$ cat config.mk
export PLATFORM = sky130hd
export DESIGN_NAME = nqueens_subtree_counter_core_flat
export DESIGN_NICKNAME = d
export VERILOG_FILES = /design/src/hdl/nqsc_pkg.sv /design/src/hdl/nqsc_if.sv /design/src/hdl/nqsc_ram.sv /design/src/hdl/nqueens_subtree_counter_core.sv /design/src/flat_wrapper.sv
export SDC_FILE = /design/constraint.sdc
export NUM_CORES = 2
export LEC_CHECK = 0
export ABC_CLOCK_PERIOD_IN_PS = 9200
export BUFFER_PORTS_ARGS = -buffer_cell sky130_fd_sc_hd__buf_4
export CAP_MARGIN = 30
export CELL_PAD_IN_SITES_DETAIL_PLACEMENT = 1
export CELL_PAD_IN_SITES_GLOBAL_PLACEMENT = 2
export CORE_UTILIZATION = 40
export CTS_BUF_LIST = sky130_fd_sc_hd__clkbuf_2
export DETAILED_ROUTE_END_ITERATION = 8
export GPL_TIMING_DRIVEN = 0
export PLACE_DENSITY = 0.71
export SLEW_MARGIN = 20
export SYNTH_ARGS = -nofsm -noshare
export SYNTH_HDL_FRONTEND = slang
export SYNTH_SLANG_ARGS = --single-unit
$ cat constraint.sdc
create_clock -name i_clk -period 9.2 [get_ports i_clk]
set_clock_uncertainty 0.05 [all_clocks]
set_input_delay 1.38 -clock i_clk [delete_from_list [all_inputs] [get_ports i_clk]]
set_output_delay 1.38 -clock i_clk [all_outputs]
set_load 0.01 [all_outputs]
$ cat src/hdl/nqsc_pkg.sv
`timescale 1ns / 1ps
// ----------------------------------------------------------------------------
// N-queens subtree counter package
// Field widths, defaults and reset values shared by the counter files.
// ----------------------------------------------------------------------------
package nqsc_pkg;

    // Default board capacity and count width.
    localparam int MAX_SIZE    = 21;
    localparam int COUNT_WIDTH = 40;

    // Fixed widths of the external fields.
    localparam int CFG_W         = 5;
    localparam int ROW_FIELD_W   = 5;
    localparam int MASK_FIELD_W  = 21;
    localparam int COUNT_FIELD_W = 40;

    // Board width after reset.
    localparam logic [CFG_W-1:0] BOARD_SIZE_RESET = 5'd8;

endpackage

$ cat src/hdl/nqsc_if.sv
`timescale 1ns / 1ps
// ----------------------------------------------------------------------------
// N-queens subtree counter channels
// Valid/ready channels for task words in and count words out.
// ----------------------------------------------------------------------------

// Task channel: one partial placement per word.
interface nqsc_in_if;
    logic                                  valid;
    logic                                  ready;
    logic [nqsc_pkg::ROW_FIELD_W-1:0]      start_row;
    logic [nqsc_pkg::MASK_FIELD_W-1:0]     column_mask;
    logic [nqsc_pkg::MASK_FIELD_W-1:0]     right_diag_mask;
    logic [nqsc_pkg::MASK_FIELD_W-1:0]     left_diag_mask;

    modport source (
        output valid, start_row, column_mask, right_diag_mask, left_diag_mask,
        input  ready
    );
    modport sink (
        input  valid, start_row, column_mask, right_diag_mask, left_diag_mask,
        output ready
    );
endinterface

// Result channel: one doubled completion count per word.
interface nqsc_out_if;
    logic                                  valid;
    logic                                  ready;
    logic [nqsc_pkg::COUNT_FIELD_W-1:0]    solution_count;

    modport source (
        output valid, solution_count,
        input  ready
    );
    modport sink (
        input  valid, solution_count,
        output ready
    );
endinterface

$ cat src/hdl/nqsc_ram.sv
`timescale 1ns / 1ps
// ----------------------------------------------------------------------------
// N-queens subtree counter RAM
// Simple dual-port RAM: one write port, one read port with registered data.
// ----------------------------------------------------------------------------
module nqsc_ram #(
    parameter int WIDTH = 84,
    parameter int DEPTH = 21
) (
    input  logic                     i_clk,
    input  logic                     i_wr_en,
    input  logic [$clog2(DEPTH)-1:0] i_wr_addr,
    input  logic [WIDTH-1:0]         i_wr_data,
    input  logic                     i_rd_en,
    input  logic [$clog2(DEPTH)-1:0] i_rd_addr,
    output logic [WIDTH-1:0]         o_rd_data
);

    logic [WIDTH-1:0] r_mem [DEPTH];
    logic [WIDTH-1:0] r_rd_data;

    // Write port.
    always_ff @(posedge i_clk) begin
        if (i_wr_en) begin
            r_mem[i_wr_addr] <= i_wr_data;
        end
    end

    // Read port, with registered read data.
    always_ff @(posedge i_clk) begin
        if (i_rd_en) begin
            r_rd_data <= r_mem[i_rd_addr];
        end
    end

    assign o_rd_data = r_rd_data;

endmodule

$ cat src/hdl/nqueens_subtree_counter_core.sv
`timescale 1ns / 1ps
// ----------------------------------------------------------------------------
// N-queens subtree counter
// Counts all completions of one partial placement by depth-first search.
// ----------------------------------------------------------------------------
// The core takes one task word (a row and its column, right- and left-diagonal
// attack masks) and returns one word holding twice the number of complete
// placements below it, saturating at the count maximum. It works on one task
// at a time: the input is ready only while the search engine is idle. The
// search visits one tree node per cycle except while it backtracks, when the
// parent row is read back from the stack RAM through its registered read
// port. The stack RAM needs no clearing after reset. A finished count waits
// in the output register, so the next task is accepted while it is still
// pending. The user must write the board width register only while the core
// is idle; the core itself does not enforce this.
// ----------------------------------------------------------------------------
module nqueens_subtree_counter_core #(
    parameter int MAX_SIZE    = nqsc_pkg::MAX_SIZE,
    parameter int COUNT_WIDTH = nqsc_pkg::COUNT_WIDTH
) (
    input  logic                        i_clk,
    input  logic                        i_rst_n,
    input  logic                        i_cfg_wr_en,
    input  logic [nqsc_pkg::CFG_W-1:0]  i_cfg_wr_data,
    nqsc_in_if.sink                     i_in,
    nqsc_out_if.source                  o_out
);

    localparam int RW    = $clog2(MAX_SIZE);
    localparam int NW    = $clog2(MAX_SIZE + 1);
    localparam int SW    = $clog2(MAX_SIZE);
    localparam int ENT_W = 4 * MAX_SIZE;
    localparam int MFW   = nqsc_pkg::MASK_FIELD_W;
    localparam int OFW   = nqsc_pkg::COUNT_FIELD_W;

    typedef enum logic [3:0] {
        S_IDLE   = 4'b0001,
        S_STEP   = 4'b0010,
        S_POP    = 4'b0100,
        S_FINISH = 4'b1000
    } t_state;

    t_state                       r_state, n_state;
    logic [nqsc_pkg::CFG_W-1:0]   r_board_size;
    logic [RW-1:0]                r_row, n_row;
    logic [RW-1:0]                r_last, n_last;
    logic [SW-1:0]                r_sp, n_sp;
    logic [MAX_SIZE-1:0]          r_full, n_full;
    logic [MAX_SIZE-1:0]          r_cand, n_cand;
    logic [MAX_SIZE-1:0]          r_col, n_col;
    logic [MAX_SIZE-1:0]          r_rd, n_rd;
    logic [MAX_SIZE-1:0]          r_ld, n_ld;
    logic [COUNT_WIDTH-1:0]       r_found, n_found;
    logic                         r_out_valid, n_out_valid;
    logic [OFW-1:0]               r_out_count, n_out_count;

    logic                         in_accept;
    logic                         size_over;
    logic [NW-1:0]                board_n;
    logic [MAX_SIZE-1:0]          full_mask;
    logic [RW-1:0]                last_row;
    logic [RW-1:0]                first_row;
    logic [MAX_SIZE+MFW-1:0]      ext_col, ext_rd, ext_ld;
    logic [MAX_SIZE-1:0]          in_col, in_rd, in_ld;
    logic [MAX_SIZE-1:0]          cand_low, cand_rest;
    logic [MAX_SIZE-1:0]          child_col, child_rd, child_ld;
    logic [COUNT_WIDTH-1:0]       found_inc;
    logic [COUNT_WIDTH-1:0]       result_full;
    logic [COUNT_WIDTH+OFW-1:0]   result_ext;

    logic                         ram_wr_en;
    logic                         ram_rd_en;
    logic [SW-1:0]                ram_rd_addr;
    logic [ENT_W-1:0]             ram_wr_data;
    logic [ENT_W-1:0]             ram_rd_data;

    // Handshakes.
    assign i_in.ready           = (r_state == S_IDLE);
    assign in_accept            = i_in.valid && (r_state == S_IDLE);
    assign o_out.valid          = r_out_valid;
    assign o_out.solution_count = r_out_count;

    // Board geometry from the width register, clamped to the capacity.
    assign size_over = (32'(r_board_size) > 32'(MAX_SIZE));
    assign board_n   = size_over ? NW'(MAX_SIZE) : NW'(r_board_size);
    assign full_mask = ~({MAX_SIZE{1'b1}} << board_n);
    assign last_row  = RW'(board_n - NW'(1));
    assign first_row = (32'(i_in.start_row) > 32'(last_row)) ?
                       last_row : RW'(i_in.start_row);

    // Task masks resized to the board capacity and trimmed to the board.
    assign ext_col = {{MAX_SIZE{1'b0}}, i_in.column_mask};
    assign ext_rd  = {{MAX_SIZE{1'b0}}, i_in.right_diag_mask};
    assign ext_ld  = {{MAX_SIZE{1'b0}}, i_in.left_diag_mask};
    assign in_col  = ext_col[MAX_SIZE-1:0] & full_mask;
    assign in_rd   = ext_rd[MAX_SIZE-1:0] & full_mask;
    assign in_ld   = ext_ld[MAX_SIZE-1:0] & full_mask;

    // Lowest free position and the attack masks of the row below.
    assign cand_low  = r_cand & (~r_cand + MAX_SIZE'(1));
    assign cand_rest = r_cand & ~cand_low;
    assign child_col = (r_col | cand_low) & r_full;
    assign child_rd  = ((r_rd | cand_low) >> 1) & r_full;
    assign child_ld  = ((r_ld | cand_low) << 1) & r_full;

    // Saturating leaf count and its doubled, saturated result.
    assign found_inc   = (r_found == {COUNT_WIDTH{1'b1}}) ?
                         r_found : r_found + COUNT_WIDTH'(1);
    assign result_full = r_found[COUNT_WIDTH-1] ? {COUNT_WIDTH{1'b1}} :
                         {r_found[COUNT_WIDTH-2:0], 1'b0};
    assign result_ext  = {{OFW{1'b0}}, result_full};

    // Stack entries hold the untried positions and the row's attack masks.
    assign ram_wr_data = {cand_rest, r_col, r_rd, r_ld};
    assign ram_rd_addr = r_sp - SW'(1);

    // Search sequencer.
    always_comb begin
        n_state     = r_state;
        n_row       = r_row;
        n_last      = r_last;
        n_sp        = r_sp;
        n_full      = r_full;
        n_cand      = r_cand;
        n_col       = r_col;
        n_rd        = r_rd;
        n_ld        = r_ld;
        n_found     = r_found;
        n_out_valid = r_out_valid;
        n_out_count = r_out_count;
        ram_wr_en   = 1'b0;
        ram_rd_en   = 1'b0;

        if (r_out_valid && o_out.ready) begin
            n_out_valid = 1'b0;
        end

        case (r_state)
            S_IDLE: begin
                if (in_accept) begin
                    n_found = '0;
                    n_sp    = '0;
                    n_full  = full_mask;
                    n_last  = last_row;
                    n_row   = first_row;
                    n_col   = in_col;
                    n_rd    = in_rd;
                    n_ld    = in_ld;
                    n_cand  = full_mask & ~(in_col | in_rd | in_ld);
                    n_state = (board_n == '0) ? S_FINISH : S_STEP;
                end
            end
            S_STEP: begin
                if (r_cand != '0 && r_row != r_last) begin
                    // Place a queen and descend one row.
                    ram_wr_en = 1'b1;
                    n_sp      = r_sp + SW'(1);
                    n_row     = r_row + RW'(1);
                    n_col     = child_col;
                    n_rd      = child_rd;
                    n_ld      = child_ld;
                    n_cand    = r_full & ~(child_col | child_rd | child_ld);
                end else begin
                    // A queen on the last row is one completion.
                    if (r_cand != '0) begin
                        n_found = found_inc;
                    end
                    if (r_sp == '0) begin
                        n_state = S_FINISH;
                    end else begin
                        ram_rd_en = 1'b1;
                        n_sp      = ram_rd_addr;
                        n_row     = r_row - RW'(1);
                        n_state   = S_POP;
                    end
                end
            end
            S_POP: begin
                // Restore the parent row from the stack.
                n_cand  = ram_rd_data[4*MAX_SIZE-1:3*MAX_SIZE];
                n_col   = ram_rd_data[3*MAX_SIZE-1:2*MAX_SIZE];
                n_rd    = ram_rd_data[2*MAX_SIZE-1:MAX_SIZE];
                n_ld    = ram_rd_data[MAX_SIZE-1:0];
                n_state = S_STEP;
            end
            S_FINISH: begin
                if (!r_out_valid || o_out.ready) begin
                    n_out_valid = 1'b1;
                    n_out_count = result_ext[OFW-1:0];
                    n_state     = S_IDLE;
                end
            end
            default: begin
                n_state = S_IDLE;
            end
        endcase
    end

    // Control registers.
    always_ff @(posedge i_clk) begin
        if (!i_rst_n) begin
            r_state      <= S_IDLE;
            r_out_valid  <= 1'b0;
            r_board_size <= nqsc_pkg::BOARD_SIZE_RESET;
            r_row        <= '0;
            r_sp         <= '0;
            r_cand       <= '0;
            r_found      <= '0;
        end else begin
            r_state     <= n_state;
            r_out_valid <= n_out_valid;
            r_row       <= n_row;
            r_sp        <= n_sp;
            r_cand      <= n_cand;
            r_found     <= n_found;
            if (i_cfg_wr_en) begin
                r_board_size <= i_cfg_wr_data;
            end
        end
    end

    // Payload registers.
    always_ff @(posedge i_clk) begin
        r_last      <= n_last;
        r_full      <= n_full;
        r_col       <= n_col;
        r_rd        <= n_rd;
        r_ld        <= n_ld;
        r_out_count <= n_out_count;
    end

    // Backtracking stack.
    nqsc_ram #(
        .WIDTH (ENT_W),
        .DEPTH (MAX_SIZE)
    ) u_stack (
        .i_clk     (i_clk),
        .i_wr_en   (ram_wr_en),
        .i_wr_addr (r_sp),
        .i_wr_data (ram_wr_data),
        .i_rd_en   (ram_rd_en),
        .i_rd_addr (ram_rd_addr),
        .o_rd_data (ram_rd_data)
    );

endmodule

$ cat src/flat_wrapper.sv
// flat-port wrapper written by rule: the top's interface ports become plain ports
module nqueens_subtree_counter_core_flat 
#(
    parameter int MAX_SIZE    = nqsc_pkg::MAX_SIZE,
    parameter int COUNT_WIDTH = nqsc_pkg::COUNT_WIDTH
)
  (i_clk, i_rst_n, i_cfg_wr_en, i_cfg_wr_data, i_in_valid, i_in_start_row, i_in_column_mask, i_in_right_diag_mask, i_in_left_diag_mask, i_in_ready, o_out_valid, o_out_solution_count, o_out_ready);
  nqsc_in_if i_in_i ();
  nqsc_out_if o_out_i ();
  input  logic i_clk;
  input  logic i_rst_n;
  input  logic i_cfg_wr_en;
  input  logic [nqsc_pkg::CFG_W-1:0] i_cfg_wr_data;
  input wire logic [$bits(i_in_i.valid)-1:0] i_in_valid;
  input wire logic [$bits(i_in_i.start_row)-1:0] i_in_start_row;
  input wire logic [$bits(i_in_i.column_mask)-1:0] i_in_column_mask;
  input wire logic [$bits(i_in_i.right_diag_mask)-1:0] i_in_right_diag_mask;
  input wire logic [$bits(i_in_i.left_diag_mask)-1:0] i_in_left_diag_mask;
  output wire logic [$bits(i_in_i.ready)-1:0] i_in_ready;
  output wire logic [$bits(o_out_i.valid)-1:0] o_out_valid;
  output wire logic [$bits(o_out_i.solution_count)-1:0] o_out_solution_count;
  input wire logic [$bits(o_out_i.ready)-1:0] o_out_ready;
  assign i_in_i.valid = i_in_valid;
  assign i_in_i.start_row = i_in_start_row;
  assign i_in_i.column_mask = i_in_column_mask;
  assign i_in_i.right_diag_mask = i_in_right_diag_mask;
  assign i_in_i.left_diag_mask = i_in_left_diag_mask;
  assign i_in_ready = i_in_i.ready;
  assign o_out_valid = o_out_i.valid;
  assign o_out_solution_count = o_out_i.solution_count;
  assign o_out_i.ready = o_out_ready;
  nqueens_subtree_counter_core #(.MAX_SIZE(MAX_SIZE), .COUNT_WIDTH(COUNT_WIDTH)) u_core (.i_clk(i_clk), .i_rst_n(i_rst_n), .i_cfg_wr_en(i_cfg_wr_en), .i_cfg_wr_data(i_cfg_wr_data), .i_in(i_in_i), .o_out(o_out_i));
endmodule
==> key figures <==
Setup path
  • CP arrival: 8.69 ns
  • Cell mode on critical path: clkbuf_2
  • CP bufs+invs: 11
  • CP Capture Point: u_core.u_stack.o_rd_data[15]
  • Flop-to-flop setup slack: 1.78 ns
  • CP delay by family, top: buffers and inverters
  • Critical path's largest stage delay: 0.85 ns
  • Worst setup path startpoint: u_core.r_sp[0]
  • CP Launch Type: register
  • Critical setup path kind: register to register
  • Worst path slowest cell: o21ai_0
  • Crit path depth: 15
  • Reg-to-Reg End: u_core.u_stack.o_rd_data[15]
  • Max Fanout on Critical Path: 10
  • Worst Path Required: 10.47 ns
  • RR Startpoint: u_core.r_sp[0]
  • Worst-path cell chain: clkbuf_1 > clkbuf_2 > buf_16 > buf_2 > buf_1 > inv_1 > ha_1 > xor2_4 > buf_16 > clkbuf_2 > buf_12 > clkbuf_2 > buf_1 > mux2i_1 > o21ai_0
  • Reg2Reg Depth: 15
  • Setup crit end kind: register

Yosys
  • Area of the mapped netlist: 77900 um2
  • Synth Area in Simple Gates: 3.43%
  • Synth Area in XOR/XNOR: 0.540%
  • Count of cell types in the netlist: 68
  • Commonest cells post-synth: edfxtp_1, mux4_2, mux2i_1, nand2_1, o21ai_0
  • Post-synthesis adder-cell area fraction: 0.283%
  • Syn Nets: 4047
  • Most used DFF post-synth: edfxtp_1
  • Mux share of post-synthesis cell area: 15.1%
  • Register area share after synthesis: 75.7%
  • Syn_area_per_cell: 19.7 um2
  • Largest family of logic cells by synthesized area: multiplexers
  • YS warnings: 0
  • Synth top area share: 73.6%
  • Ys async rst share: 0%
  • EDFF count, synth: 1909
  • Synth top area cells: edfxtp_1, mux4_2, mux2i_1, dfxtp_1, mux2_2
  • FF+latch count, synth: 1990
  • Most frequent cell after synthesis: edfxtp_1
  • Synth Area in Compound Gates: 3.76%
  • Synth area leader: edfxtp_1
  • Mapped Cells: 3952

Power
  • Static Leak: 0.0300 uW
  • Power density over the cells: 196 nW/um2
  • Peak VDD IR: 0.0755 mV
  • Final Power: 17700 uW

Global routing
  • Largest net degree at the start of global routing: 39
  • Grt ovf: 0
  • Antenna violations before repair: 9
  • Total Routing Usage GR: 22.9%
  • Vias in the first global route: 45800
  • First-pass GRT wire length: 322000 um

Place
  • HPWL after DPL: 158000 um
  • PortBufs: 117
  • Placer Congestion: 0.928
  • Area after DPL: 84900 um2

Detailed routing
  • Post-route ant nets: 0
  • DRT Wirelength: 226000 um
  • Detailed Routing Iterations Pass 1: 7
  • Drt wl/cell: 29.2 um
  • Vias: 43000
  • Via density: 5.56
  • Drt drc: 0
  • Drt initial violations: 3503

Die
  • Row count: 161
  • Die area: 197000 um2
  • Core area: 193000 um2
  • Die Ht: 443 um
  • IO Pins: 120
  • Initial Utilization: 40.4%
  • Die Wd: 443 um

Clock network
  • Number of H-tree levels: 6
  • Post-CTS Hold Fix Bufs: 76
  • Clock Latency Late Sink: 1.74 ns
  • Post-cts sizing count: 0
  • CTS root buf: clkbuf_2
  • Sink Count: 1990
  • CTS Buf Count: 534
  • CTS tree: done
  • Setup Fix Bufs, Post-CTS: 0
  • Clk buf depth: 4
  • Clock slew at reported path FFs: 0.11 ns

Flow run
  • Max-cap violation count: 0

Final layout
  • Utilization after layout: 46.8%
  • Design area: 90300 um2
  • Layout Nets: 4953
  • Share of cells above drive strength 1: 32.5%
  • Area growth syn-to-layout: 15.9%

Timing
  • Hold Fails Final Rpt: 0
  • Number of max-slew violations in the final report: 0
  • Rel. slew slack: 24.1%
  • Highest clock rate: 135 MHz
  • Final setup fails: 0
  • Hold_ws: 0.221 ns
  • Fin crit period: 7.42 ns
  • Slew @ Worst Pin: 1.12 ns
  • Setup repair after global routing missed its margin: no
  • Crit share post-route: 80.7%

Min path
  • Hold Crit Class: input port to register

Outcome
  • Status: completed
routing by layer:
metal	wire length (um)	part of all wire, %	vias up	GRT usage, %
li1	-	-	18300	-
met1	90100	40	22700	28.6
met2	113000	50	1507	38.2
met3	12600	5.6	419	4.40
met4	10600	4.7	2	11.5
met5	13	0.0057	-	0
worst reg2reg max path, cell delays in order, from the launching register on:
cell and delay, ns:
dfxtp_1 0.38, clkbuf_1 0.34, clkbuf_2 0.51, buf_16 0.22, buf_2 0.55, buf_1 0.70
inv_1 0.24, ha_1 0.36, xor2_4 0.53, buf_16 0.22, clkbuf_2 0.30, buf_12 0.22
clkbuf_2 0.63, buf_1 0.79, mux2i_1 0.17, o21ai_0 0.85
registers in the layout (all words and copies together) (netlist names):
| name | flops |
|---|---|
| u_core.o_out.solution_count | 40 |
| u_core.o_out.valid | 1 |
| u_core.r_board_size | 5 |
| u_core.r_cand | 21 |
| u_core.r_col | 21 |
| u_core.r_found | 40 |
| u_core.r_full | 21 |
| u_core.r_last | 5 |
| u_core.r_ld | 20 |
| u_core.r_rd | 20 |
| u_core.r_row | 5 |
| u_core.r_sp | 5 |
| u_core.r_state | 4 |
| u_core.u_stack.o_rd_data | 81 |
| u_core.u_stack.r_mem | 1701 |
report_power, final:
part	internal, uW	switching [uW]
Combinational	502	854
Sequential	10200	284
Clock	2230	3620
Total	12900	4760
through the flow:
stage	TNS (ns)	setup slack, ns	cells
2_1_floorplan	0	0.970	3952
3_3_place_gp	-3354.58	-5.31	6595
3_5_place_dp	0	1.72	6748
4_1_cts	0	1.64	7698
5_1_grt	0	1.59	7730
6_report	0	1.78	7732
cell type report:
type	instances	area (um2)
plain buffers	213	867
clock buffers	752	3760
diodes	10	25.0
fillers	18600	103000
multi-input cells	1725	18300
well taps	2526	3160
clock inverters	122	529
repair buffers	370	4670
flip-flops and latches	1990	58900
inverters	24	95.1
cell families (layout without fill, tap and decap cells):
| kind of cell | after synthesis | after routing |
|---|---|---|
| muxes | 659 | 659 |
| buffers and inverters | 237 | 1481 |
| other | 0 | 10 |
| DFF | 1990 | 1990 |
| and+or+nand+nor | 549 | 549 |
| adders and majority gates | 17 | 17 |
| xor gates and xnor gates | 48 | 48 |
| AOI/OAI and AO/OA | 452 | 452 |
worst min path at each step:
stage,cells past startpoint,endpoint,slack [ns],start
floorplan,2,u_core.r_found[6],0.42,u_core.r_found[6]
global placement,2,u_core.r_row[2],0.46,u_core.r_row[2]
detailed placement,2,u_core.r_row[2],0.46,u_core.r_row[2]
CTS,3,u_core.r_board_size[0],0.005,i_cfg_wr_en
global route,3,u_core.r_board_size[0],0.04,i_cfg_wr_en
finish,4,u_core.r_sp[4],0.22,i_rst_n
layout by cell type, fill, tap and decap left out, types with 16 or more instances in the layout:
| cell type | count |
|---|---|
| clkbuf_1 | 133 |
| mux4_2 | 405 |
| ha_1 | 16 |
| mux2i_1 | 171 |
| nand4_1 | 18 |
| clkbuf_2 | 764 |
| buf_16 | 24 |
| buf_1 | 50 |
| buf_4 | 137 |
| nor2_4 | 20 |
| buf_12 | 76 |
| nand2_1 | 164 |
| dlygate4sd3_1 | 76 |
| xnor2_1 | 26 |
| o21ai_0 | 163 |
| a21oi_1 | 50 |
| buf_6 | 45 |
| nand3_1 | 34 |
| mux2_2 | 83 |
| inv_1 | 21 |
| dfxtp_1 | 81 |
| a22oi_1 | 58 |
| or2_2 | 41 |
| nor3_1 | 43 |
| xor2_1 | 19 |
| clkinv_1 | 92 |
| a31oi_1 | 19 |
| edfxtp_1 | 1909 |
| and2_1 | 19 |
| nor2_1 | 122 |
| o211ai_1 | 86 |
(Power assumes the default switching activity.)
